===== src/rtpf_pkg.sv =====
// Shared types and fixed constants for the RGB triangle PWM fader.
// No dependencies; the top level, rtpf_cfg and rtpf_core refer to this package by scoped names.
package rtpf_pkg;

    localparam int NUM_CH      = 3;
    localparam int PERIOD_BITS = 16;
    localparam int CFG_DATA_W  = 32;
    localparam int CFG_ADDR_W  = 3;

    // Channel bit positions inside pin and ramp vectors
    localparam int CH_RED   = 0;
    localparam int CH_GREEN = 1;
    localparam int CH_BLUE  = 2;

    // Ramp directions after reset: red falling, green falling, blue rising
    localparam logic [NUM_CH-1:0] RAMP_RST = 3'b100;

    // Register map, as word indexes (byte address / 4)
    localparam logic [CFG_ADDR_W-3:0] REG_PERIODS_PER_STEP = 1'b0;
    localparam logic [PERIOD_BITS-1:0] PERIODS_RST = 16'd4;

    // One tick beat handed from the handshake logic to the fader core
    typedef struct packed {
        logic valid;
        logic dark;
    } t_tick;

endpackage


===== src/rtpf_if.sv =====
// Valid/ready channel interfaces for the fader's tick input and pin output.
// No dependencies.
interface rtpf_in_if;
    logic valid;
    logic ready;
    logic in_darkness;

    modport source (output valid, output in_darkness, input ready);
    modport sink   (input valid, input in_darkness, output ready);
endinterface

interface rtpf_out_if;
    logic valid;
    logic ready;
    logic red_pin;
    logic green_pin;
    logic blue_pin;

    modport source (output valid, output red_pin, output green_pin, output blue_pin,
                    input ready);
    modport sink   (input valid, input red_pin, input green_pin, input blue_pin,
                    output ready);
endinterface


===== src/rgb_triangle_pwm_fader_top.sv =====
// Top level of the RGB triangle PWM fader: tick input channel, pin output
// channel and configuration port. Depends on rtpf_pkg, rtpf_if, rtpf_cfg, rtpf_core.
//
// Usage:
//   i_in_chan carries one beat per timer tick; in_darkness = 1 runs the fade,
//   0 (sunlight) forces all pins low while only the PWM timer keeps counting.
//   o_out_chan returns one beat per tick with red_pin, green_pin, blue_pin,
//   the pin levels after that tick.
//   The APB port holds periods_per_step at byte address 0 (reset 4): the
//   number of PWM periods between steps of the triangle fades. Write it only
//   while no tick is in flight.
// Latency and throughput:
//   The result of a tick appears on o_out_chan in the cycle after its beat is
//   taken. One tick per cycle is sustained while the receiver holds ready high;
//   the fader state is registered with each tick and the output register accepts
//   a new result in the same cycle that it hands the previous one on.
// Reset and stall:
//   Synchronous active-low reset clears the timer, counters, latches and the
//   output valid flag, and loads the duties to full, half and zero scale.
//   When the receiver holds ready low with a result waiting, input ready drops
//   and the fader state holds until the result is taken.
module rgb_triangle_pwm_fader_top #(
    parameter int PWM_BITS = 8
) (
    input  logic                                i_clk,
    input  logic                                i_rst_n,
    rtpf_in_if.sink                             i_in_chan,
    rtpf_out_if.source                          o_out_chan,
    input  logic                                psel,
    input  logic                                penable,
    input  logic                                pwrite,
    input  logic [rtpf_pkg::CFG_ADDR_W-1:0]     paddr,
    input  logic [rtpf_pkg::CFG_DATA_W-1:0]     pwdata,
    output logic [rtpf_pkg::CFG_DATA_W-1:0]     prdata,
    output logic                                pready
);

    logic [rtpf_pkg::PERIOD_BITS-1:0] periods_per_step;
    rtpf_pkg::t_tick                  tick;
    logic [rtpf_pkg::NUM_CH-1:0]      core_pins;
    logic                             in_ready;
    logic                             r_out_valid, n_out_valid;
    logic [rtpf_pkg::NUM_CH-1:0]      r_pins;

    rtpf_cfg u_cfg (
        .i_clk              (i_clk),
        .i_rst_n            (i_rst_n),
        .psel               (psel),
        .penable            (penable),
        .pwrite             (pwrite),
        .paddr              (paddr),
        .pwdata             (pwdata),
        .prdata             (prdata),
        .pready             (pready),
        .o_periods_per_step (periods_per_step)
    );

    // Take a tick whenever the output register is empty or draining this cycle
    assign in_ready          = !r_out_valid || o_out_chan.ready;
    assign i_in_chan.ready   = in_ready;
    assign tick.valid        = i_in_chan.valid && in_ready;
    assign tick.dark         = i_in_chan.in_darkness;

    rtpf_core #(
        .PWM_BITS (PWM_BITS)
    ) u_core (
        .i_clk              (i_clk),
        .i_rst_n            (i_rst_n),
        .i_tick             (tick),
        .i_periods_per_step (periods_per_step),
        .o_pins             (core_pins)
    );

    always_comb begin
        n_out_valid = r_out_valid;
        if (tick.valid) begin
            n_out_valid = 1'b1;
        end else if (o_out_chan.ready) begin
            n_out_valid = 1'b0;
        end
    end

    always_ff @(posedge i_clk) begin
        if (!i_rst_n) begin
            r_out_valid <= 1'b0;
        end else begin
            r_out_valid <= n_out_valid;
        end
    end

    // Load the result beat; payload holds otherwise
    always_ff @(posedge i_clk) begin
        if (tick.valid) begin
            r_pins <= core_pins;
        end
    end

    assign o_out_chan.valid     = r_out_valid;
    assign o_out_chan.red_pin   = r_pins[rtpf_pkg::CH_RED];
    assign o_out_chan.green_pin = r_pins[rtpf_pkg::CH_GREEN];
    assign o_out_chan.blue_pin  = r_pins[rtpf_pkg::CH_BLUE];

    // Every accepted tick yields a result beat in the next cycle
    a_tick_result: assert property (@(posedge i_clk) disable iff (!i_rst_n)
        tick.valid |=> r_out_valid)
        else $error("accepted tick produced no result beat");

    // Sunlight ticks drive all pins low
    a_light_dark_pins: assert property (@(posedge i_clk) disable iff (!i_rst_n)
        (tick.valid && !tick.dark) |=> (r_pins == '0))
        else $error("pins not low after a sunlight tick");

    // No tick is taken while a result waits on a stalled receiver
    a_no_overrun: assert property (@(posedge i_clk) disable iff (!i_rst_n)
        (r_out_valid && !o_out_chan.ready) |-> !tick.valid)
        else $error("tick accepted over a stalled result");

endmodule


===== src/rtpf_cfg.sv =====
// APB-style configuration register file: holds periods_per_step.
// Depends on rtpf_pkg.
module rtpf_cfg (
    input  logic                                i_clk,
    input  logic                                i_rst_n,
    input  logic                                psel,
    input  logic                                penable,
    input  logic                                pwrite,
    input  logic [rtpf_pkg::CFG_ADDR_W-1:0]     paddr,
    input  logic [rtpf_pkg::CFG_DATA_W-1:0]     pwdata,
    output logic [rtpf_pkg::CFG_DATA_W-1:0]     prdata,
    output logic                                pready,
    output logic [rtpf_pkg::PERIOD_BITS-1:0]    o_periods_per_step
);

    logic [rtpf_pkg::PERIOD_BITS-1:0] r_periods;
    logic                             hit;

    assign hit    = (paddr[rtpf_pkg::CFG_ADDR_W-1:2] == rtpf_pkg::REG_PERIODS_PER_STEP);
    assign pready = 1'b1;

    always_ff @(posedge i_clk) begin
        if (!i_rst_n) begin
            r_periods <= rtpf_pkg::PERIODS_RST;
        end else if (psel && penable && pwrite && hit) begin
            r_periods <= pwdata[rtpf_pkg::PERIOD_BITS-1:0];
        end
    end

    always_comb begin
        prdata = '0;
        if (hit) begin
            prdata[rtpf_pkg::PERIOD_BITS-1:0] = r_periods;
        end
    end

    assign o_periods_per_step = r_periods;

endmodule


===== src/rtpf_core.sv =====
// Fader state and per-tick update: timer, overflow flag, period counter,
// duty ramps and pin latches. Depends on rtpf_pkg.
module rtpf_core #(
    parameter int PWM_BITS = 8
) (
    input  logic                               i_clk,
    input  logic                               i_rst_n,
    input  rtpf_pkg::t_tick                    i_tick,
    input  logic [rtpf_pkg::PERIOD_BITS-1:0]   i_periods_per_step,
    output logic [rtpf_pkg::NUM_CH-1:0]        o_pins
);

    localparam logic [PWM_BITS-1:0] DUTY_MAX  = {PWM_BITS{1'b1}};
    localparam logic [PWM_BITS-1:0] DUTY_HALF = {1'b1, {(PWM_BITS-1){1'b0}}};
    localparam logic [PWM_BITS-1:0] DUTY_ZERO = '0;

    logic [PWM_BITS-1:0]                r_timer, n_timer;
    logic                               r_ovf, n_ovf;
    logic [rtpf_pkg::PERIOD_BITS-1:0]   r_period, n_period;
    logic [PWM_BITS-1:0]                r_duty [rtpf_pkg::NUM_CH];
    logic [PWM_BITS-1:0]                n_duty [rtpf_pkg::NUM_CH];
    logic [PWM_BITS-1:0]                step_duty [rtpf_pkg::NUM_CH];
    logic [rtpf_pkg::NUM_CH-1:0]        r_up, n_up;
    logic [rtpf_pkg::NUM_CH-1:0]        r_pins, n_pins;

    // One step of each triangle ramp
    always_comb begin
        for (int ch = 0; ch < rtpf_pkg::NUM_CH; ch++) begin
            step_duty[ch] = r_up[ch] ? r_duty[ch] + 1'b1 : r_duty[ch] - 1'b1;
        end
    end

    always_comb begin
        n_timer  = r_timer + 1'b1;
        n_ovf    = r_ovf | (n_timer == DUTY_ZERO);
        n_period = r_period;
        n_duty   = r_duty;
        n_up     = r_up;
        n_pins   = r_pins;
        if (!i_tick.dark) begin
            n_pins = '0;
        end else begin
            for (int ch = 0; ch < rtpf_pkg::NUM_CH; ch++) begin
                if (n_timer > r_duty[ch]) begin
                    n_pins[ch] = 1'b1;
                end
            end
            // Overflow closes the PWM period: drop the latches, count the period, step the ramps at periods_per_step
            if (n_ovf) begin
                n_ovf    = 1'b0;
                n_pins   = '0;
                n_period = r_period + 1'b1;
                if (n_period == i_periods_per_step) begin
                    n_period = '0;
                    for (int ch = 0; ch < rtpf_pkg::NUM_CH; ch++) begin
                        n_duty[ch] = step_duty[ch];
                        if (step_duty[ch] == DUTY_MAX) begin
                            n_up[ch] = 1'b0;
                        end
                        if (step_duty[ch] == DUTY_ZERO) begin
                            n_up[ch] = 1'b1;
                        end
                    end
                end
            end
        end
    end

    always_ff @(posedge i_clk) begin
        if (!i_rst_n) begin
            r_timer                   <= '0;
            r_ovf                     <= 1'b0;
            r_period                  <= '0;
            r_duty[rtpf_pkg::CH_RED]   <= DUTY_MAX;
            r_duty[rtpf_pkg::CH_GREEN] <= DUTY_HALF;
            r_duty[rtpf_pkg::CH_BLUE]  <= DUTY_ZERO;
            r_up                      <= rtpf_pkg::RAMP_RST;
            r_pins                    <= '0;
        end else if (i_tick.valid) begin
            r_timer  <= n_timer;
            r_ovf    <= n_ovf;
            r_period <= n_period;
            r_duty   <= n_duty;
            r_up     <= n_up;
            r_pins   <= n_pins;
        end
    end

    assign o_pins = n_pins;

    // A ramp at full scale is always falling, at zero always rising (asserted for red and blue)
    a_red_turn: assert property (@(posedge i_clk) disable iff (!i_rst_n)
        ((r_duty[rtpf_pkg::CH_RED] != DUTY_MAX) || !r_up[rtpf_pkg::CH_RED]) &&
        ((r_duty[rtpf_pkg::CH_RED] != DUTY_ZERO) || r_up[rtpf_pkg::CH_RED]))
        else $error("red ramp direction wrong at an end point");

    a_blue_turn: assert property (@(posedge i_clk) disable iff (!i_rst_n)
        ((r_duty[rtpf_pkg::CH_BLUE] != DUTY_MAX) || !r_up[rtpf_pkg::CH_BLUE]) &&
        ((r_duty[rtpf_pkg::CH_BLUE] != DUTY_ZERO) || r_up[rtpf_pkg::CH_BLUE]))
        else $error("blue ramp direction wrong at an end point");

    // A dark tick always consumes any overflow, pending or new
    a_ovf_served: assert property (@(posedge i_clk) disable iff (!i_rst_n)
        (i_tick.valid && i_tick.dark) |=> !r_ovf)
        else $error("overflow still pending after a dark tick");

endmodule

===== src/flat_wrapper.sv =====
// flat-port wrapper written by rule: the top's interface ports become plain ports
module rgb_triangle_pwm_fader_top_flat 
#(
    parameter int PWM_BITS = 8
)
  (i_clk, i_rst_n, psel, penable, pwrite, paddr, pwdata, prdata, pready, i_in_chan_valid, i_in_chan_in_darkness, i_in_chan_ready, o_out_chan_valid, o_out_chan_red_pin, o_out_chan_green_pin, o_out_chan_blue_pin, o_out_chan_ready);
  rtpf_in_if i_in_chan_i ();
  rtpf_out_if o_out_chan_i ();
  input  logic i_clk;
  input  logic i_rst_n;
  input  logic psel;
  input  logic penable;
  input  logic pwrite;
  input  logic [rtpf_pkg::CFG_ADDR_W-1:0] paddr;
  input  logic [rtpf_pkg::CFG_DATA_W-1:0] pwdata;
  output logic [rtpf_pkg::CFG_DATA_W-1:0] prdata;
  output logic pready;
  input wire logic [$bits(i_in_chan_i.valid)-1:0] i_in_chan_valid;
  input wire logic [$bits(i_in_chan_i.in_darkness)-1:0] i_in_chan_in_darkness;
  output wire logic [$bits(i_in_chan_i.ready)-1:0] i_in_chan_ready;
  output wire logic [$bits(o_out_chan_i.valid)-1:0] o_out_chan_valid;
  output wire logic [$bits(o_out_chan_i.red_pin)-1:0] o_out_chan_red_pin;
  output wire logic [$bits(o_out_chan_i.green_pin)-1:0] o_out_chan_green_pin;
  output wire logic [$bits(o_out_chan_i.blue_pin)-1:0] o_out_chan_blue_pin;
  input wire logic [$bits(o_out_chan_i.ready)-1:0] o_out_chan_ready;
  assign i_in_chan_i.valid = i_in_chan_valid;
  assign i_in_chan_i.in_darkness = i_in_chan_in_darkness;
  assign i_in_chan_ready = i_in_chan_i.ready;
  assign o_out_chan_valid = o_out_chan_i.valid;
  assign o_out_chan_red_pin = o_out_chan_i.red_pin;
  assign o_out_chan_green_pin = o_out_chan_i.green_pin;
  assign o_out_chan_blue_pin = o_out_chan_i.blue_pin;
  assign o_out_chan_i.ready = o_out_chan_ready;
  rgb_triangle_pwm_fader_top #(.PWM_BITS(PWM_BITS)) u_core (.i_clk(i_clk), .i_rst_n(i_rst_n), .i_in_chan(i_in_chan_i), .o_out_chan(o_out_chan_i), .psel(psel), .penable(penable), .pwrite(pwrite), .paddr(paddr), .pwdata(pwdata), .prdata(prdata), .pready(pready));
endmodule

===== config.mk =====
export PLATFORM = sky130hd
export DESIGN_NAME = rgb_triangle_pwm_fader_top_flat
export DESIGN_NICKNAME = d
export VERILOG_FILES = /design/src/rtpf_pkg.sv /design/src/rtpf_if.sv /design/src/rgb_triangle_pwm_fader_top.sv /design/src/rtpf_cfg.sv /design/src/rtpf_core.sv /design/src/flat_wrapper.sv
export SDC_FILE = /design/constraint.sdc
export NUM_CORES = 1
export LEC_CHECK = 0
export BUFFER_PORTS_ARGS = -buffer_cell sky130_fd_sc_hd__buf_2
export CAP_MARGIN = 20
export CORE_UTILIZATION = 38
export DETAILED_ROUTE_END_ITERATION = 10
export PLACE_DENSITY = 0.55
export RECOVER_POWER = 25
export SYNTH_ARGS = -nofsm -noshare
export SYNTH_HDL_FRONTEND = slang
export SYNTH_HIERARCHICAL = 1
export SYNTH_SLANG_ARGS = --single-unit

===== constraint.sdc =====
create_clock -name i_clk -period 3.67 [get_ports i_clk]
set_input_delay 0.734 -clock i_clk [delete_from_list [all_inputs] [get_ports i_clk]]
set_output_delay 0.734 -clock i_clk [all_outputs]
set_load 0.02 [all_outputs]

==> out/results.tsv <==
metric	value	unit
status	finished, final reports clean	
post_cts_buffers	0	
num_io_pins	81	
die_x	123	microns
hold_path.class	reg -> reg	
grt_first_pass_wirelength	19700	microns
cts_tree	done	
syn2layout_area_growth	10.3	%
wl_per_cell	13.4	microns
fp.coreArea	14100	sq um
netlist_area	5590	sq um
grt_max_degree	33	
clock_skew	0.00777	ns
dr.pass1.iters	4	
ys_ff_latch	75	
cp-end-kind	flop	
use_met2	24.9	%
ir_drop	220	uV
synth_top_area_cell	dfxtp_1	
power.total	1.94	mW
ant_nets	0	
met1_usage	22.8	%
final_hold_viol_count	0	
slew_headroom	25.0	%
synth_top_cells_by_count	dfxtp_1 (72), nand2_1 (68), ha_1 (44), inv_1 (43)	
fill_cells	1431	
cap_viol_max_count	0	
drt-total-wl	11700	microns
grt_pass1_vias	4208	
clk_pin_slew	0.06	ns
ctsHoldBuffers	0	
synth_area_leaders	dfxtp_1 (26%), ha_1 (9.9%), mux2i_1 (6.8%), xnor2_1 (6.0%), xor2_1 (5.8%)	
cp.required	3.92	ns
ys_seq_area_share	27.4	%
synth_warnings	6	
nets	779	
final.setup.tns	0	ns
synthCells	657	
drv_slew	0	
finalWeightedCongestion	0.843	
cts-root-buf	clkbuf_16	
synth_edf_count	3	
clockBufferDepth	2	
drive_above_1_share	10.2	%
yosysUniqueCellTypes	62	
rsz0062_at_grt	false	
io_buffers	45	
finish.utilization	43.7	%
clkLatencyLatePin	0.34	ns
power_leakage	2.71	nW
hpwl	8730	microns
first_iter_violations	250	
finalSetupViolations	0	
antenna_found_initial	0	
die_h	123	microns
cts_htree_levels	3	
numCtsBuffers	9	
remaining_drc_errors	0	
crit_path_max_fanout	18	
die-area	15200	sq um
rows	43	
path_class	in -> reg	
async_reset_ff_share	0	%
start_kind	input pin	
start_util	39.6	%
post-route-period-util	91.1	%
synth_top_area_share	25.8	%
ctsResizeCount	0	
busiest_layer	met2	
synth_top_flop_cell	dfxtp_1	
grt_usage	16.5	%
grt_overflow	0	
cts_sinks	75	
syn_area_per_cell	8.50	sq um
diodes	0	
p_per_area	315	nW/um^2
arrival	3.60	ns
max_freq	0.299	GHz
vias	4503	
use_met3	3.32	%
tightest_slew	1.12	ns
synth_most_common_cell	dfxtp_1	
viasPerCell	5.15	
min_period	3.35	ns
==> through the flow <==
stage | hold WS [ns] | setup WS (ns) | cell area (sq um) | instances
floorplan | 0.425 | 0.877 | 5640 | 672
global placement | 0.434 | 0.463 | 5870 | 858
detailed placement | 0.444 | 0.428 | 5870 | 858
global route | 0.484 | 0.130 | 6160 | 874
CTS | 0.458 | 0.391 | 6170 | 874
finish | 0.448 | 0.325 | 6160 | 874
==> logic make-up (layout without fill, tap and decap cells) <==
| logic type | count (synthesis) | in the layout | synth area share (%) |
|---|---|---|---|
| AND/OR/NAND/NOR | 222 | 222 | 21.2 |
| buffers and inverters | 88 | 110 | 7.71 |
| multiplexers | 38 | 38 | 6.81 |
| flip-flops | 75 | 75 | 27.4 |
| AO/OA/AOI/OAI | 103 | 103 | 12.6 |
| XOR/XNOR | 76 | 76 | 12.2 |
| adder cells (fa/ha/maj) | 53 | 53 | 12.0 |
| other | 2 | 17 | 0.134 |
==> area by class of cell <==
| class | instances | area [sq um] | area share, % |
|---|---|---|---|
| clock buffer | 14 | 244 | 3.96 |
| tap | 180 | 225 | 3.66 |
| timing repair buffer | 51 | 259 | 4.21 |
| multi-input combinational | 509 | 3680 | 59.7 |
| clock inverter | 2 | 60.1 | 0.975 |
| inverter | 43 | 161 | 2.62 |
| sequential | 75 | 1530 | 24.9 |
==> state kept, by name, indices dropped and copies added (netlist names) <==
name	count
u_core/u_core/r_ovf	1
u_core/r_pins	3
u_core/o_out_chan.valid	1
u_core/u_core/r_timer	8
u_core/u_core/r_pins	3
u_core/u_core/r_duty	24
u_core/u_core/r_up	3
u_core/u_core/r_period	16
u_core/u_cfg/o_periods_per_step	16
==> power by group <==
group          leakage, nW  total (mW)  switching (mW)  internal (mW)
Sequential           0.612       0.846          0.0136          0.832
Clock                0.145       0.941           0.343          0.597
Combinational         1.96       0.153          0.0938         0.0597
==> worst max-delay path, cell delays in order <==
cell and delay [ns]:
buf_2 0.07, nand2b_4 0.12, and2_0 0.79, nand2_1 0.25, a2111oi_2 0.31, nand4_1 0.39
or4_1 0.65, a211oi_1 0.26
==> metal layers <==
metal	part of all wire, %	vias up
met4	1.2	0
met1	52	2084
met5	0	-
met2	44	107
met3	3.7	13
li1	-	2299
==> worst paths after layout <==
| path | start | end | slack (ns) | depth (start not counted) |
|---|---|---|---|---|
| min | u_core/u_core/r_pins[1] | u_core/u_core/r_pins[1] | 0.45 | 2 |
| min reg2reg | u_core/u_core/r_pins[1] | u_core/u_core/r_pins[1] | 0.45 | 2 |
| max | o_out_chan_ready | u_core/u_core/r_up[0] | 0.32 | 8 |
| max reg2reg | u_core/u_core/r_timer[0] | u_core/u_core/r_up[0] | 0.44 | 8 |
==> placed cells by master (no fill, tap or decap), types with 26 or more instances in the layout <==
master	netlist	routed
xor2_1	37	37
nand3_1	35	35
mux2i_1	38	38
xnor2_1	38	38
inv_1	43	43
a21oi_1	26	26
nand2_1	68	68
nor2_1	32	32
dfxtp_1	72	72
buf_2	10	39
ha_1	44	44
Power figures use the tool's default switching activity.
